$ cat src/hdl/sacc_pkg.sv
// Shared types and constants for the cache tag controller.
// No dependencies; used by every module of the block but sacc_tag_ram.
`timescale 1ns / 1ps
`default_nettype none

package sacc_pkg;

  localparam int ADDR_W     = 32;
  localparam int TAG_W      = 30;
  localparam int WAYF_W     = 3;
  localparam int LFSR_W     = 16;
  localparam int CFG_IDX_W  = 3;
  localparam int CFG_DATA_W = 4;

  localparam logic [LFSR_W-1:0] LFSR_POLY = 16'hB400;
  localparam logic [LFSR_W-1:0] LFSR_SEED = 16'h0001;

  localparam logic [2:0] OB_MIN = 3'd2;
  localparam logic [2:0] OB_MAX = 3'd5;

  // register reset values
  localparam logic [3:0] WAYS_RST   = 4'd1;
  localparam logic [2:0] OBITS_RST  = 3'd2;
  localparam logic [2:0] IBITS_RST  = 3'd0;
  localparam logic       RND_RST    = 1'b0;
  localparam logic       WBACK_RST  = 1'b1;

  typedef enum logic [CFG_IDX_W-1:0] {
    CFG_WAYS   = 3'd0,
    CFG_OFFSET = 3'd1,
    CFG_INDEX  = 3'd2,
    CFG_RANDOM = 3'd3,
    CFG_WBACK  = 3'd4
  } cfg_reg_e;

  typedef struct packed {
    logic [3:0] ways;    // raw, zero means bypass
    logic [2:0] obits;   // limited to 2..5
    logic [2:0] ibits;   // limited to the set count
    logic       rnd;
    logic       wback;
  } cfg_t;

  typedef struct packed {
    logic [ADDR_W-1:0] address;
    logic              mode;
  } in_t;

  typedef struct packed {
    logic              bypass;
    logic              hit;
    logic [WAYF_W-1:0] way_used;
    logic              fill_needed;
    logic [ADDR_W-1:0] line_address;
    logic              writeback_needed;
    logic [ADDR_W-1:0] writeback_address;
    logic              word_write_through;
  } out_t;

  typedef struct packed {
    logic [TAG_W-1:0] tag;
    logic             valid;
    logic             dirty;
    logic             recent;
  } way_ent_t;

  typedef struct packed {
    logic row_we;
    logic lfsr_step;
  } lk_ctl_t;

endpackage

`default_nettype wire

$ cat src/hdl/sacc_cfg_regs.sv
// Configuration registers with range limiting of the offset and index widths.
// Depends on sacc_pkg.
`timescale 1ns / 1ps
`default_nettype none

module sacc_cfg_regs
  import sacc_pkg::*;
#(
  parameter int MAX_SETS = 64
) (
  input  logic                  clk_i,
  input  logic                  rst_ni,
  input  logic                  cfg_valid_i,
  output logic                  cfg_ready_o,
  input  logic [CFG_IDX_W-1:0]  cfg_index_i,
  input  logic [CFG_DATA_W-1:0] cfg_data_i,
  output cfg_t                  cfg_o
);

  localparam int IB_MAX = $clog2(MAX_SETS + 1) - 1;
  localparam logic [2:0] IB_LIM = 3'((IB_MAX > 7) ? 7 : IB_MAX);

  logic [3:0] ways_q;
  logic [2:0] obits_q;
  logic [2:0] ibits_q;
  logic       rnd_q;
  logic       wback_q;

  assign cfg_ready_o = 1'b1;

  always_ff @(posedge clk_i or negedge rst_ni) begin
    if (!rst_ni) begin
      ways_q  <= WAYS_RST;
      obits_q <= OBITS_RST;
      ibits_q <= IBITS_RST;
      rnd_q   <= RND_RST;
      wback_q <= WBACK_RST;
    end else if (cfg_valid_i) begin
      case (cfg_reg_e'(cfg_index_i))
        CFG_WAYS:   ways_q  <= cfg_data_i;
        CFG_OFFSET: obits_q <= cfg_data_i[2:0];
        CFG_INDEX:  ibits_q <= cfg_data_i[2:0];
        CFG_RANDOM: rnd_q   <= cfg_data_i[0];
        CFG_WBACK:  wback_q <= cfg_data_i[0];
        default: begin
        end
      endcase
    end
  end

  always_comb begin
    cfg_o.ways  = ways_q;
    cfg_o.obits = (obits_q < OB_MIN) ? OB_MIN : ((obits_q > OB_MAX) ? OB_MAX : obits_q);
    cfg_o.ibits = (ibits_q > IB_LIM) ? IB_LIM : ibits_q;
    cfg_o.rnd   = rnd_q;
    cfg_o.wback = wback_q;
  end

endmodule

`default_nettype wire

$ cat config.mk
export PLATFORM = sky130hd
export DESIGN_NAME = sacc_cfg_regs
export DESIGN_NICKNAME = d
export VERILOG_FILES = /design/src/hdl/sacc_pkg.sv /design/src/hdl/sacc_cfg_regs.sv
export SDC_FILE = /design/constraint.sdc
export NUM_CORES = 1
export LEC_CHECK = 0
export ABC_CLOCK_PERIOD_IN_PS = 1010
export BUFFER_PORTS_ARGS = -buffer_cell sky130_fd_sc_hd__buf_2
export CAP_MARGIN = 5
export CORE_MARGIN = 2
export CORE_UTILIZATION = 29
export CTS_BUF_LIST = sky130_fd_sc_hd__clkbuf_8
export CTS_CLUSTER_DIAMETER = 40
export CTS_CLUSTER_SIZE = 16
export DETAILED_ROUTE_END_ITERATION = 10
export PLACE_DENSITY = 0.53
export SYNTH_ARGS = -nofsm -noshare
export SYNTH_HDL_FRONTEND = slang
export SYNTH_SLANG_ARGS = --single-unit
export TNS_END_PERCENT = 20
$ cat constraint.sdc
create_clock -name clk_i -period 1.01 [get_ports clk_i]
set_input_delay 0.202 -clock clk_i [delete_from_list [all_inputs] [get_ports clk_i]]
set_output_delay 0.202 -clock clk_i [all_outputs]
set_load 0.05 [all_outputs]
==> out/metrics.yaml <==
status:
  status: "finished with violations"
  violations: "setup timing"
clocking:
  clk_root_buffer_cell: "clkbuf_8"
  cts_tree: "yes"
  cts_made_buffers: 3
  clock_sinks: 12
  clock_latency_ns: 0.24
  clk_pin_slew_ns: 0.06
  clockBufferDepth: 2
  htreeDepth: 1
routing:
  antenna_left: 0
  route.detailed.drc: 0
  avgRoutedWirePerCell_microns: 12.2
  drt-pass1-iter-count: 3
  totalWireLength_microns: 1090
  via_per_inst: 4.39
  drtIter0Drc: 2
  via_count: 391
min_path:
  hold_path.class: "in -> reg"
critical_path:
  worstPathRequired_ns: 0.81
  path_cells: "maj3_2 > buf_6"
  start_kind: "flop"
  cp_slowest_cell: "dfstp_2"
  critPathKind: "reg -> out"
  arrival_ns: 1.11
  path_max_fanout: 2
  critPathCaptureType: "output pin"
  reg2reg_slack_ns: 0.13
  cpPeakStageDelay_ns: 0.53
global_route:
  grtUsageTotal: 0.111
  grt_max_degree: 13
  grt_pass1_wl_microns: 1700
  grt_overflow_total: 0
  grt_pass1_vias: 409
  antenna_found_initial: 0
die:
  die_h_microns: 48.3
  coreArea_sq_um: 1900
  fp-row-count: 16
  die_w_microns: 48.3
  start_util: 0.299
  die-area_sq_um: 2330
  ioPinCount: 23
synth:
  synth_area_leaders: "dfrtp_1, mux2_2, dfstp_2"
  yosysUniqueCellTypes: 12
  syn_inst: 39
  yosys_most_used_dff: "dfrtp_1"
  yosysMostFrequentCell: "mux2_2"
  synth_nets: 49
  netlist_area_sq_um: 568
  ys_ff_latch: 12
  ys_seq_area_frac: 0.535
  synthArstFlopShare: 1.00
  syn_area_per_cell_sq_um: 14.6
  ys_warn_count: 0
  synth_edf_count: 0
  synth_common_cells: "mux2_2, dfrtp_1"
  yosys.area.top_type: "dfrtp_1"
  synth_top_cell_area_share: 0.396
final_layout:
  drive_above_1_share: 0.823
  fin_area_sq_um: 867
  nFillCells: 175
  synthToLayoutAreaGrowth_pct: 52.6
  num_antenna_cells: 0
  nNetsFinal: 73
place:
  routabilityCongestion: 0.606
  portBuffers: 21
  hpwl_microns: 825
  dpl-instance-area_sq_um: 701
power:
  power_uw: 2180
  leakagePower_uw: 0.000385
  ir_worst_vdd_mv: 0.927
  p_per_area_nw_per_um2: 2510
sta:
  fin_crit_sh: 1.30
  final_hold_viol_count: 0
  fin_ws_ns: -0.299
  report.final.slew_viol_count: 0
  skew_ns: 0
  max_freq_mhz: 764
  rsz0062_at_grt: "yes"
  holdWs_ns: 0.189
  period_needed_ns: 1.31
  setup_violations: 8
flow_run:
  cap_violations: 0
per-layer routing:
layer	vias to the layer above	routed length, microns	track usage
li1	178	-	-
met1	199	423	0.121
met2	14	599	0.187
met3	0	62	0.0444
met4	0	0	0.0486
met5	-	0	0
worst paths after layout:
path                          startpoint          to  cells past startpoint
min                        cfg_data_i[3]   ways_q[3]                      2
max                           obits_q[1]    cfg_o[5]                      2
min in group asynchronous         rst_ni   ways_q[2]                      2
max in group asynchronous         rst_ni   ways_q[0]                      2
max reg2reg                   obits_q[2]  obits_q[2]                      2
min reg2reg                   ibits_q[0]  ibits_q[0]                      1
stage by stage:
stage / TNS [ns] / util / instances / worst slack, ns
6_report: -1.12 / 0.456 / 89 / -0.299
3_5_place_dp: -1.91 / 0.368 / 83 / -0.218
2_1_floorplan: -0.162 / - / 39 / -0.0409
5_1_grt: -1.33 / 0.456 / 89 / -0.328
3_3_place_gp: -1.84 / 0.368 / 83 / -0.207
4_1_cts: -1.10 / 0.450 / 88 / -0.303
cell type report:
type	instances	area, sq um	share of cell area
clock buffers	4	55.1	0.0635
inverters	1	6.26	0.00722
multi-input cells	20	239	0.276
flip-flops and latches	12	305	0.352
well taps	27	33.8	0.0390
repair buffers	25	228	0.263
critical path: cells and delay by family, from the launching register on:
family                   cells  cell delay [ns]
adder cells (fa/ha/maj)      1             0.18
buffers and inverters        1             0.15
flip-flops                   1             0.53
repair_timing:
item | in CTS | in global routing
hold buffers | 1 | 0
hold endpoints to repair | 9 | 0
setup buffers | 0 | 1
endpoints found under the setup margin | 12 | 11
pin swaps | 1 | 1
resized for setup | 29 | 2
sequential cells by signal, summed over array words and instances (netlist names):
register and count:
obits_q 3, ways_q 4, rnd_q 1, ibits_q 3, wback_q 1
cell families after synthesis:
family,share of synthesized area
AO/OA/AOI/OAI,0.0132
adder cells (fa/ha/maj),0.0176
buffers and inverters,0.0661
flip-flops,0.535
multiplexers,0.238
other,0.00660
AND/OR/NAND/NOR,0.123
placed cells by master, fill, tap and decap left out:
cell type / count
and4bb_2: 3
a21boi_4: 1
buf_8: 3
buf_6: 10
dlygate4sd3_1: 1
inv_4: 1
nand4b_1: 1
nor4b_4: 1
dfrtp_1: 8
mux2_2: 12
buf_4: 2
clkbuf_8: 4
dfstp_2: 3
buf_2: 9
conb_1: 1
maj3_2: 1
dfrtp_2: 1
where the power goes:
group	leakage, uW	internal [uW]	switching (uW)	total (uW)
registers	0.000138	610	86.7	696
clock network	0.0000288	345	187	532
logic	0.000218	399	548	947
total	0.000385	1350	821	2180
Note: power is estimated with default switching activity, not from simulation.
