<file path="src/hdl/sacc_pkg.sv">
// Shared types and constants for the cache tag controller.
// No dependencies; used by every module of the block but sacc_tag_ram.
`timescale 1ns / 1ps
`default_nettype none

package sacc_pkg;

  localparam int ADDR_W     = 32;
  localparam int TAG_W      = 30;
  localparam int WAYF_W     = 3;
  localparam int LFSR_W     = 16;
  localparam int CFG_IDX_W  = 3;
  localparam int CFG_DATA_W = 4;

  localparam logic [LFSR_W-1:0] LFSR_POLY = 16'hB400;
  localparam logic [LFSR_W-1:0] LFSR_SEED = 16'h0001;

  localparam logic [2:0] OB_MIN = 3'd2;
  localparam logic [2:0] OB_MAX = 3'd5;

  // register reset values
  localparam logic [3:0] WAYS_RST   = 4'd1;
  localparam logic [2:0] OBITS_RST  = 3'd2;
  localparam logic [2:0] IBITS_RST  = 3'd0;
  localparam logic       RND_RST    = 1'b0;
  localparam logic       WBACK_RST  = 1'b1;

  typedef enum logic [CFG_IDX_W-1:0] {
    CFG_WAYS   = 3'd0,
    CFG_OFFSET = 3'd1,
    CFG_INDEX  = 3'd2,
    CFG_RANDOM = 3'd3,
    CFG_WBACK  = 3'd4
  } cfg_reg_e;

  typedef struct packed {
    logic [3:0] ways;    // raw, zero means bypass
    logic [2:0] obits;   // limited to 2..5
    logic [2:0] ibits;   // limited to the set count
    logic       rnd;
    logic       wback;
  } cfg_t;

  typedef struct packed {
    logic [ADDR_W-1:0] address;
    logic              mode;
  } in_t;

  typedef struct packed {
    logic              bypass;
    logic              hit;
    logic [WAYF_W-1:0] way_used;
    logic              fill_needed;
    logic [ADDR_W-1:0] line_address;
    logic              writeback_needed;
    logic [ADDR_W-1:0] writeback_address;
    logic              word_write_through;
  } out_t;

  typedef struct packed {
    logic [TAG_W-1:0] tag;
    logic             valid;
    logic             dirty;
    logic             recent;
  } way_ent_t;

  typedef struct packed {
    logic row_we;
    logic lfsr_step;
  } lk_ctl_t;

endpackage

`default_nettype wire

</file>
<file path="src/hdl/sacc_lookup.sv">
// Tag compare, victim choice and status update for one access against one set row.
// Depends on sacc_pkg. Purely combinational; registers sit in the top level.
`timescale 1ns / 1ps
`default_nettype none

module sacc_lookup
  import sacc_pkg::*;
#(
  parameter  int MAX_SETS  = 64,
  parameter  int MAX_WAYS  = 8,
  parameter  int ADDR_BITS = 32,
  localparam int WAY_W     = (MAX_WAYS > 1) ? $clog2(MAX_WAYS) : 1,
  localparam int WCNT_W    = $clog2(MAX_WAYS + 1),
  localparam int SET_W     = (MAX_SETS > 1) ? $clog2(MAX_SETS) : 1,
  localparam int ROW_W     = MAX_WAYS * $bits(way_ent_t)
) (
  input  cfg_t              cfg_i,
  input  logic [WCNT_W-1:0] ways_eff_i,
  input  logic [ADDR_W-1:0] addr_i,
  input  logic              write_i,
  input  logic [SET_W-1:0]  set_i,
  input  logic [TAG_W-1:0]  tag_i,
  input  logic [ROW_W-1:0]  row_i,
  input  logic [WAY_W-1:0]  residue_i,
  output logic [ROW_W-1:0]  row_o,
  output out_t              res_o,
  output lk_ctl_t           ctl_o
);

  localparam logic [ADDR_W-1:0] ADDR_MASK = ADDR_W'((64'd1 << ADDR_BITS) - 64'd1);

  way_ent_t [MAX_WAYS-1:0] row_ent;
  way_ent_t [MAX_WAYS-1:0] ent_new;
  logic     [MAX_WAYS-1:0] in_use;
  logic                    found;
  logic     [WAY_W-1:0]    hit_way;
  logic     [WAY_W-1:0]    clr_way;
  logic     [WAY_W-1:0]    victim;
  way_ent_t                vic_ent;

  assign row_ent = row_i;
  assign row_o   = ent_new;

  for (genvar gw = 0; gw < MAX_WAYS; gw++) begin : g_use
    assign in_use[gw] = (WCNT_W'(gw) < ways_eff_i);
  end

  always_comb begin
    found   = 1'b0;
    hit_way = '0;
    clr_way = '0;
    // highest matching way wins
    for (int w = 0; w < MAX_WAYS; w++) begin
      if (in_use[w] && row_ent[w].valid && (row_ent[w].tag == tag_i)) begin
        found   = 1'b1;
        hit_way = WAY_W'(w);
      end
    end
    // lowest way with recency clear, way 0 when none
    for (int w = MAX_WAYS - 1; w >= 0; w--) begin
      if (in_use[w] && !row_ent[w].recent) begin
        clr_way = WAY_W'(w);
      end
    end
  end

  assign victim  = found ? hit_way : (cfg_i.rnd ? residue_i : clr_way);
  assign vic_ent = row_ent[victim];

  always_comb begin
    ent_new = row_ent;
    res_o   = '0;
    ctl_o   = '0;
    if (cfg_i.ways == '0) begin
      res_o.bypass = 1'b1;
    end else begin
      res_o.hit          = found;
      res_o.way_used     = WAYF_W'(victim);
      res_o.line_address = addr_i & ({ADDR_W{1'b1}} << cfg_i.obits);
      ctl_o.row_we       = 1'b1;
      ctl_o.lfsr_step    = !found && cfg_i.rnd;
      if (found) begin
        if (write_i) begin
          if (cfg_i.wback) begin
            ent_new[victim].dirty = 1'b1;
          end else begin
            res_o.word_write_through = 1'b1;
          end
        end
      end else if (write_i && !cfg_i.wback) begin
        // write-through miss: no allocate
        res_o.word_write_through = 1'b1;
      end else begin
        res_o.fill_needed = 1'b1;
        if (vic_ent.valid && vic_ent.dirty) begin
          res_o.writeback_needed  = 1'b1;
          res_o.writeback_address = (((ADDR_W'(vic_ent.tag) << cfg_i.ibits) |
                                      ADDR_W'(set_i)) << cfg_i.obits) & ADDR_MASK;
        end
        for (int w = 0; w < MAX_WAYS; w++) begin
          if (in_use[w]) begin
            ent_new[w].recent = 1'b0;
          end
        end
        ent_new[victim].tag    = tag_i;
        ent_new[victim].valid  = 1'b1;
        ent_new[victim].dirty  = write_i;
        ent_new[victim].recent = 1'b1;
      end
    end
  end

endmodule

`default_nettype wire

</file>
<file path="config.mk">
export PLATFORM = sky130hd
export DESIGN_NAME = sacc_lookup
export DESIGN_NICKNAME = d
export VERILOG_FILES = /design/src/hdl/sacc_pkg.sv /design/src/hdl/sacc_lookup.sv
export SDC_FILE = /design/constraint.sdc
export NUM_CORES = 1
export LEC_CHECK = 0
export BUFFER_PORTS_ARGS = -buffer_cell sky130_fd_sc_hd__buf_2
export CAP_MARGIN = 25
export CORE_AREA = 2 2 267 269
export DETAILED_ROUTE_END_ITERATION = 10
export DIE_AREA = 0 0 269 271
export GPL_ROUTABILITY_DRIVEN = 0
export PLACE_DENSITY = 0.46
export SLEW_MARGIN = 20
export SYNTH_ARGS = -nofsm -noshare
export SYNTH_HDL_FRONTEND = slang
export SYNTH_SLANG_ARGS = --single-unit
</file>
<file path="constraint.sdc">
create_clock -name vclk -period 17.5
set_input_delay 5.25 -clock vclk [all_inputs]
set_output_delay 5.25 -clock vclk [all_outputs]
set_load 0.005 [all_outputs]
</file>
==> reports/metrics.yaml <==
run_status:
  run_status: "completed"
sta:
  hold_viol_final: 0
  maxSlewViolCount: 0
  worst_slack_ns: 1.24
  whs_ns: 10.77
  rsz0062_at_grt: "false"
  fmax_mhz: 61.5
  fin_crit_ns: 16.26
  finalCritPeriodShare_pct: 92.9
  finalSetupViolCount: 0
  slew-limit-headroom_pct: 30.4
  fin_setup_tns_ns: 0
  worst_slew_pin_slew_ns: 1.04
setup_path:
  start_kind: "primary input"
  crit_chain: "buf_2 -> xor2_1 -> or4bb_1 -> nor4b_1 -> a22o_1 -> nor3_2 -> a31oi_1 -> buf_4 -> nand2b_1 -> buf_4 -> a21o_1 -> a41oi_1 -> mux2i_1 -> inv_1 -> mux4_2 -> mux4_2 -> and2_1 -> buf_2"
  cp_slowest_cell: "nor4b_1"
  crit_family: "simple AND/OR/NAND/NOR gates"
  path_class: "primary input to output pin"
  required_ns: 12.25
  path_max_fanout: 16
  slowest_delay_ns: 0.75
  arrival_ns: 11.01
  crit_path_end_kind: "output pin"
  path_buf_inv: 5
cells_and_area:
  multi_input_area_mm2: 0.0119
  n_clock_buffer: 0
  fin_nets: 2661
  mostFrequentLayoutCells: "690 x buf_2, 261 x mux2_2, 146 x xnor2_1"
  layout.area.seq_um2: 0
  stdcell_area_mm2: 0.0170
  final_layout_size_suffix_gt1_share_pct: 45.6
  final_common_cell: "buf_2"
  areaGrowthSynthToFinish_pct: 33.3
  n_fill_cell: 7982
  seq_cell_count: 0
placement:
  port_buffers: 690
  dp_slack_ns: 1.33
  hpwl_um: 88900
  place_area_mm2: 0.0170
min_path:
  hold_path.class: "primary input to output pin"
pwr:
  peakVddDrop_mv: 0.0218
  leakagePower_nw: 7.08
  powerDensity_mw_per_mm2: 39.3
  power_mw: 0.668
run:
  cap_violations: 0
yosys:
  synth_top_area_share_pct: 23.1
  yosysUniqueCellTypes: 96
  seq_area_frac_synth_pct: 0
  synth_top_area_cell: "mux2_2"
  ys_top_cells_by_area: "mux2_2 23%, xnor2_1 10%, xor2_1 6.6%"
  synth_nets: 2103
  synthCells: 1751
  syn_area_per_cell_um2: 7.28
  yosysWarnings: 0
  syn_area_mm2: 0.0127
cts:
  ctsResizeCount: 0
  cts_setup_buffers: 0
  cts_hold_buf: 0
die:
  die_h_um: 271
  die-area_mm2: 0.0729
  num_rows: 97
  io_pins: 690
  design.core.area_mm2: 0.0698
  initial_core_util_pct: 18.3
  die_x_um: 269
drt:
  antenna_left: 0
  dr.pass1.iters: 6
  routed_wl_um: 106000
  wl_per_cell_um: 32.6
  via_per_inst: 5.61
  drtIter0Drc: 1959
  num_vias: 18300
  drc_errors: 0
global_routing:
  antenna_found_initial: 10
  grt_max_degree: 49
  overflow: 0
  first_global_vias: 17300
  grt_pass1_wl_um: 141000
  grtUsageTotal_pct: 27.4
[per-layer routing]
| layer | GRT usage, % | up-vias | part of all wire (%) |
|---|---|---|---|
| met4 | 10.2 | 0 | 4.8 |
| met3 | 4.00 | 248 | 8.4 |
| met2 | 44.3 | 1318 | 45 |
| met5 | 0 | - | 0 |
| li1 | - | 7795 | - |
| met1 | 36.5 | 8899 | 42 |
[layout make-up]
class | count | share of cell area (%)
antenna | 7 | 0.103
timing repair buffer | 735 | 22.4
inverter | 23 | 0.508
multi-input combinational | 1549 | 70.1
tap | 940 | 6.93
[through the flow]
| stage | util (%) | instances |
|---|---|---|
| after detailed placement | 24.3 | 3247 |
| after CTS | 24.3 | 3247 |
| after floorplan | - | 1751 |
| final | 24.3 | 3254 |
| after global routing | 24.3 | 3249 |
| after global placement | 24.3 | 3245 |
[cell families (layout without fill, tap and decap cells)]
logic type / after synthesis / count (layout) / share of synthesized area, %
compound gates: 398 / 398 / 22.8
other cells: 0 / 7 / 0
buf+inv: 202 / 758 / 6.96
simple gates: 588 / 588 / 24.7
xor+xnor: 242 / 242 / 16.6
mux: 321 / 321 / 28.9
[cell usage after synthesis (8+ instances only)]
master    number
a211oi_1      12
a22o_1        11
and4_1        10
buf_2         67
mux4_2        10
a31oi_1       15
xor2_1        96
nor2_1       104
nand4b_1       8
nand2b_1      16
o31ai_1        9
xnor2_1      146
o22ai_1       45
mux2i_1       44
mux2_2       261
buf_1         26
and2_1        34
nor4b_1       10
o211ai_1      23
and3_1        11
nor4_1        49
nand3_1       71
o21ai_1        8
a21oi_1       49
a32oi_1        9
nor3_1        34
o32ai_1       13
nand4_1       74
or3_1         18
a21o_1        13
a22oi_1       13
inv_1         19
nand2_1      113
clkbuf_1      79
o21ai_0       72
[path summary, 6_finish.rpt]
path | end | slack (ns) | startpoint | cells after the start
worst max-delay path | res_o[11] | 1.24 | tag_i[15] | 18
worst min-delay path | res_o[52] | 10.77 | addr_i[18] | 3
[where the power goes]
group	leakage, nW	internal (mW)	total, mW	switching [mW]
Sequential	0	0	0	0
Combinational	7.08	0.248	0.668	0.420
Clock	0.0000444	0.0000000398	0.0000000398	0
Total	7.08	0.248	0.668	0.420
[tightest hold or removal path: stages]
cell and delay, ns:
buf_2 0.07, and2_1 0.10, buf_2 0.10
(Power assumes the default switching activity.)
