===== config.mk =====
export PLATFORM = sky130hd
export DESIGN_NAME = sacc_victim
export DESIGN_NICKNAME = d
export VERILOG_FILES = /design/src/hdl/sacc_pkg.sv /design/src/hdl/sacc_victim.sv
export SDC_FILE = /design/constraint.sdc
export NUM_CORES = 1
export LEC_CHECK = 0
export ABC_AREA = 1
export CAP_MARGIN = 15
export CORE_MARGIN = 2
export CORE_UTILIZATION = 55
export CTS_CLUSTER_DIAMETER = 40
export DETAILED_ROUTE_END_ITERATION = 8
export DONT_BUFFER_PORTS = 1
export GPL_ROUTABILITY_DRIVEN = 0
export GPL_TIMING_DRIVEN = 1
export PLACE_DENSITY_LB_ADDON = 0.1
export SYNTH_ARGS = -nofsm -noshare
export SYNTH_HDL_FRONTEND = slang
export SYNTH_SLANG_ARGS = --single-unit

===== constraint.sdc =====
create_clock -name clk_i -period 5.3 [get_ports clk_i]
set_clock_uncertainty 0.05 [all_clocks]
set_input_delay 0.795 -clock clk_i [delete_from_list [all_inputs] [get_ports clk_i]]
set_output_delay 0.795 -clock clk_i [all_outputs]
set_load 0.005 [all_outputs]

===== src/hdl/sacc_pkg.sv =====
// Shared types and constants for the cache tag controller.
// No dependencies; used by every module of the block but sacc_tag_ram.
`timescale 1ns / 1ps
`default_nettype none

package sacc_pkg;

  localparam int ADDR_W     = 32;
  localparam int TAG_W      = 30;
  localparam int WAYF_W     = 3;
  localparam int LFSR_W     = 16;
  localparam int CFG_IDX_W  = 3;
  localparam int CFG_DATA_W = 4;

  localparam logic [LFSR_W-1:0] LFSR_POLY = 16'hB400;
  localparam logic [LFSR_W-1:0] LFSR_SEED = 16'h0001;

  localparam logic [2:0] OB_MIN = 3'd2;
  localparam logic [2:0] OB_MAX = 3'd5;

  // register reset values
  localparam logic [3:0] WAYS_RST   = 4'd1;
  localparam logic [2:0] OBITS_RST  = 3'd2;
  localparam logic [2:0] IBITS_RST  = 3'd0;
  localparam logic       RND_RST    = 1'b0;
  localparam logic       WBACK_RST  = 1'b1;

  typedef enum logic [CFG_IDX_W-1:0] {
    CFG_WAYS   = 3'd0,
    CFG_OFFSET = 3'd1,
    CFG_INDEX  = 3'd2,
    CFG_RANDOM = 3'd3,
    CFG_WBACK  = 3'd4
  } cfg_reg_e;

  typedef struct packed {
    logic [3:0] ways;    // raw, zero means bypass
    logic [2:0] obits;   // limited to 2..5
    logic [2:0] ibits;   // limited to the set count
    logic       rnd;
    logic       wback;
  } cfg_t;

  typedef struct packed {
    logic [ADDR_W-1:0] address;
    logic              mode;
  } in_t;

  typedef struct packed {
    logic              bypass;
    logic              hit;
    logic [WAYF_W-1:0] way_used;
    logic              fill_needed;
    logic [ADDR_W-1:0] line_address;
    logic              writeback_needed;
    logic [ADDR_W-1:0] writeback_address;
    logic              word_write_through;
  } out_t;

  typedef struct packed {
    logic [TAG_W-1:0] tag;
    logic             valid;
    logic             dirty;
    logic             recent;
  } way_ent_t;

  typedef struct packed {
    logic row_we;
    logic lfsr_step;
  } lk_ctl_t;

endpackage

`default_nettype wire


===== src/hdl/sacc_victim.sv =====
// Random victim source: 16-bit Galois LFSR and its residue modulo the ways in use.
// Depends on sacc_pkg. Residue is built from per-nibble constant tables.
`timescale 1ns / 1ps
`default_nettype none

module sacc_victim
  import sacc_pkg::*;
#(
  parameter  int MAX_WAYS = 8,
  localparam int WAY_W    = (MAX_WAYS > 1) ? $clog2(MAX_WAYS) : 1
) (
  input  logic             clk_i,
  input  logic             rst_ni,
  input  logic             step_i,
  input  logic [WAY_W-1:0] wsel_i,     // ways in use minus one
  output logic [WAY_W-1:0] residue_o
);

  logic [LFSR_W-1:0] lfsr_q;
  logic [LFSR_W-1:0] lfsr_d;
  logic [3:0]        res_w [MAX_WAYS];

  assign lfsr_d = {1'b0, lfsr_q[LFSR_W-1:1]} ^ (lfsr_q[0] ? LFSR_POLY : '0);

  always_ff @(posedge clk_i or negedge rst_ni) begin
    if (!rst_ni) begin
      lfsr_q <= LFSR_SEED;
    end else if (step_i) begin
      lfsr_q <= lfsr_d;
    end
  end

  // value mod d = sum of (nibble * 16^i) mod d, then at most two corrections
  for (genvar gw = 0; gw < MAX_WAYS; gw++) begin : g_div
    localparam int DIV = gw + 1;
    logic [3:0] term [4];
    logic [5:0] sum;
    logic [5:0] part;
    for (genvar gi = 0; gi < 4; gi++) begin : g_nib
      logic [63:0] rom;
      for (genvar gn = 0; gn < 16; gn++) begin : g_ent
        localparam int R = (gn * (16 ** gi)) % DIV;
        assign rom[4*gn +: 4] = 4'(R);
      end
      assign term[gi] = rom[4*lfsr_d[4*gi +: 4] +: 4];
    end
    always_comb begin
      sum = 6'(term[0]) + 6'(term[1]) + 6'(term[2]) + 6'(term[3]);
      part = (sum >= 6'(2 * DIV)) ? (sum - 6'(2 * DIV)) : sum;
      res_w[gw] = (part >= 6'(DIV)) ? 4'(part - 6'(DIV)) : 4'(part);
    end
  end

  assign residue_o = WAY_W'(res_w[wsel_i]);

endmodule

`default_nettype wire


==> results.txt <==
The data required time of the worst path was 4450 ps; the clock latency reported for the late side of the worst-skew pair was 250 ps. The accumulated negative setup slack is -1120 ps, and the detailed-routed wire length on met3 is 301 µm. For this run the aggregate overflow at the end of global routing stands at 0.

Summed over all nets, wire length on met2 after detailed routing comes to 3910 µm. Uppermost signal routing layer after detailed routing: met4. The xor and xnor fraction of the mapped netlist area was 0.00870. Entering global routing, the biggest net connects 28 pins. The cell area after synthesis came out at 3020 µm². Among all flip-flop cells after synthesis, the most frequent one is sky130_fd_sc_hd__dfrtp_1. Registers take 402 µm².

Counting both buffers and inverters, the worst setup path holds a total of 11. By startpoint and endpoint, the worst setup path is classified as reg2out. The tool flagged a number of max-cap violations equal to 0. The clock transition at the register clock pins on the worst setup and hold paths after CTS was 70 ps. The placeable core region came out at 5200 µm². The routed design has 7910 µm of wire.

The synthesized netlist contains 40 unique library cells. For this run, the top clock speed supported by timing is 175 MHz. Once detail routing completed, the nets flagged for antenna violations numbered 0. The port buffer count came out at 0. The final reports fail on negative setup slack. The path class of the tightest hold or removal check is in2async. For the first-pass GRT wire length, the log shows 13,500 µm.

The post-route fraction of the period consumed by the critical path works out to 1.08. After detailed routing, the wire length on met1 is 3610 µm. The initial antenna violation count was 0. Data arrives at the worst endpoint at 4870 ps.

After synthesis, the largest family of logic cells by area is adder cells. The cell accounting for the most synthesized area was sky130_fd_sc_hd__ha_1. The tools report the initial core utilization as 0.581. The number of flip-flops in the largest register works out to 16. The die width was 78.1 µm; the highest cell delay on the worst timing path was 580 ps. The simple-gate share of the synthesized area was 0.277; the setup violation total in the final timing report was 3. The tools report the global-route usage over all layers as 0.270.

The top cell family by delay on the critical path is adder cells. The mux cell area share after synthesis was 0. The share of the synthesized area in the top cell type is 0.178. The count of antenna diodes in the layout was 0. The worst setup path is launched from a flip-flop. Counting tap cells, the placed design contains a total of 552 instances. Along the worst path, the maximum fanout reaches 5. The number of hold buffers added after CTS was 0. The slew at the pin with the worst max-slew slack was 485 ps; the flop-to-flop setup slack was 3860 ps. The number of cells on the worst reg-to-reg path works out to 7.

The number of nets in the synthesized netlist is 520, and the number of nets in the layout is 586. The depth of the critical timing path with buffers and inverters included was 29. The run gives 3,104 as the detailed-route via count. After layout, the minimum clock period comes to 5720 ps. Counting along the longest clock path gives a buffer depth of 2.

Dividing the detail-routed wire length by the instance count gives 13.5 µm. TritonCTS built the clock tree. The post-synthesis area per instance was 6.67 µm².

Counting flops per register, the top entry is lfsr_q. Yosys mapped a number of flops with a built-in enable equal to 0. Dividing the detail-routed via count by the number of cells gives 5.28. The full die area was 6100 µm².

The run finished, with violations left. Synthesis produced a netlist whose cell count is 453. STA classifies the critical path endpoint as an output port. The share of post-route cells with drive strength above 1 is 0.319, and the non-filler instance count after layout is 588. The largest registers in the layout are lfsr_q x16. 9 I/O pins were placed.

For the via count of the first global-routing pass, the log shows 3,103. The detailed router finished its first iteration with 133 violations. The tools report the placed wire-length estimate as 5830 µm. The startpoint identified for the worst register-to-register timing path is lfsr_q[0]. Row generation in the floorplan step produced 26 rows. Yosys attributes the largest share of cell area to sky130_fd_sc_hd__ha_1 18%, sky130_fd_sc_hd__nand2_1 14%, sky130_fd_sc_hd__dfrtp_1 12%. The growth of design area from synthesis to finish came out at 31.7%. The first detailed-routing pass took 4 iterations. The number of H-tree levels was 1; the proportion of register bits with asynchronous set or reset after synthesis was 1.00. The final hold violation count is 0. The register area share after synthesis was 0.133.

Synthesis inferred 16 register bits. The tools report the number of inserted filler cells in the final layout as 382. The relative slew slack was 0.673; the floorplan die height was 78.1 µm. For the number of clock sinks seen by CTS, the log shows 16. The tools report the number of buffers created by CTS as 3. Setup repair after global routing could not meet its margin everywhere. The count of pins over their slew limit came out at 0. The cell sitting at the root of the clock tree is a sky130_fd_sc_hd__clkbuf_8. The Yosys step of the flow raised 0 warnings. Summing all multi-input logic gate instances after layout gives 2570 µm². The area fraction in compound gates after synthesis was 0.167. Dominant cell type by count on the critical path: sky130_fd_sc_hd__buf_4. The arithmetic-cell share of the synthesized area counting full adders, half adders and majority gates came out at 0.297.

The smallest setup slack after layout is -416 ps. The critical-path cell with the highest stage delay was sky130_fd_sc_hd__fa_2. Final hold analysis gives a worst-case slack of 176 ps. The endpoint identified for the worst register-to-register timing path is lfsr_q[13].

The remaining design rule violation count is 0.
## area by class of cell
class                           instances  area share
Inverter                               83      0.0795
Tap cell                               70      0.0220
Clock buffer                            4      0.0138
Sequential cell                        16       0.101
Timing Repair Buffer                   70       0.139
Multi-Input combinational cell        345       0.645
## layer usage
metal	global-route usage	vias up
met5	0	-
met4	0.0702	0
met3	0.0264	12
met2	0.489	62
met1	0.343	1439
li1	-	1591
## worst max-delay path by stage
stage              start      endpoint
6_report       lfsr_q[0]  residue_o[1]
5_1_grt        lfsr_q[0]  residue_o[1]
4_1_cts        lfsr_q[0]  residue_o[0]
3_5_place_dp   lfsr_q[0]  residue_o[1]
3_3_place_gp   lfsr_q[0]  residue_o[1]
2_1_floorplan  lfsr_q[0]  residue_o[1]
## synthesized netlist by cell type, types with 3 or more instances
master / n
sky130_fd_sc_hd__a21oi_1: 19
sky130_fd_sc_hd__a32oi_1: 3
sky130_fd_sc_hd__clkbuf_1: 6
sky130_fd_sc_hd__dfrtp_1: 15
sky130_fd_sc_hd__fa_1: 18
sky130_fd_sc_hd__ha_1: 43
sky130_fd_sc_hd__inv_1: 76
sky130_fd_sc_hd__inv_2: 4
sky130_fd_sc_hd__nand2_1: 109
sky130_fd_sc_hd__nand2_2: 7
sky130_fd_sc_hd__nand3_1: 34
sky130_fd_sc_hd__nor2_1: 25
sky130_fd_sc_hd__o211ai_1: 4
sky130_fd_sc_hd__o21ai_0: 44
sky130_fd_sc_hd__o21ai_1: 3
sky130_fd_sc_hd__o22ai_1: 4
sky130_fd_sc_hd__o31ai_1: 3
sky130_fd_sc_hd__or2_2: 8
## repair_timing
item	in CTS	in global routing
setup endpoints to repair	3	3
endpoints found under the hold margin	0	0
setup buffers	27	5
resized for setup	34	34
pin swaps	34	34
gates cloned	0	0
## stage by stage
| step | util | worst slack [ps] | instance area [µm²] |
|---|---|---|---|
| 2_1_floorplan | - | -6.22 | 3120 |
| 3_3_place_gp | 0.662 | -199 | 3450 |
| 3_5_place_dp | 0.662 | -350 | 3450 |
| 4_1_cts | 0.736 | -411 | 3830 |
| 5_1_grt | 0.765 | -620 | 3980 |
| 6_report | 0.765 | -416 | 3980 |
## cell usage in the layout (no fill, tap or decap), drive strengths merged, types with 2 or more instances in the layout
master,n
a21boi,2
a21oi,19
a32oi,3
buf,70
clkbuf,4
clkinv,2
dfrtp,15
fa,18
ha,43
inv,81
nand2,116
nand3,35
nand4,2
nor2,28
o211ai,4
o21ai,47
o221ai,2
o22ai,4
o31ai,3
or2,10
xnor2,2
## kinds of logic after synthesis
kind of cell	after synthesis
AO/OA/AOI/OAI	89
XOR/XNOR	3
adder cells (fa/ha/maj)	61
buffers and inverters	92
flip-flops	16
AND/OR/NAND/NOR	192
Power is not shown: default switching activity piles up to over one toggle a cycle in this logic, so the estimate is an artifact.
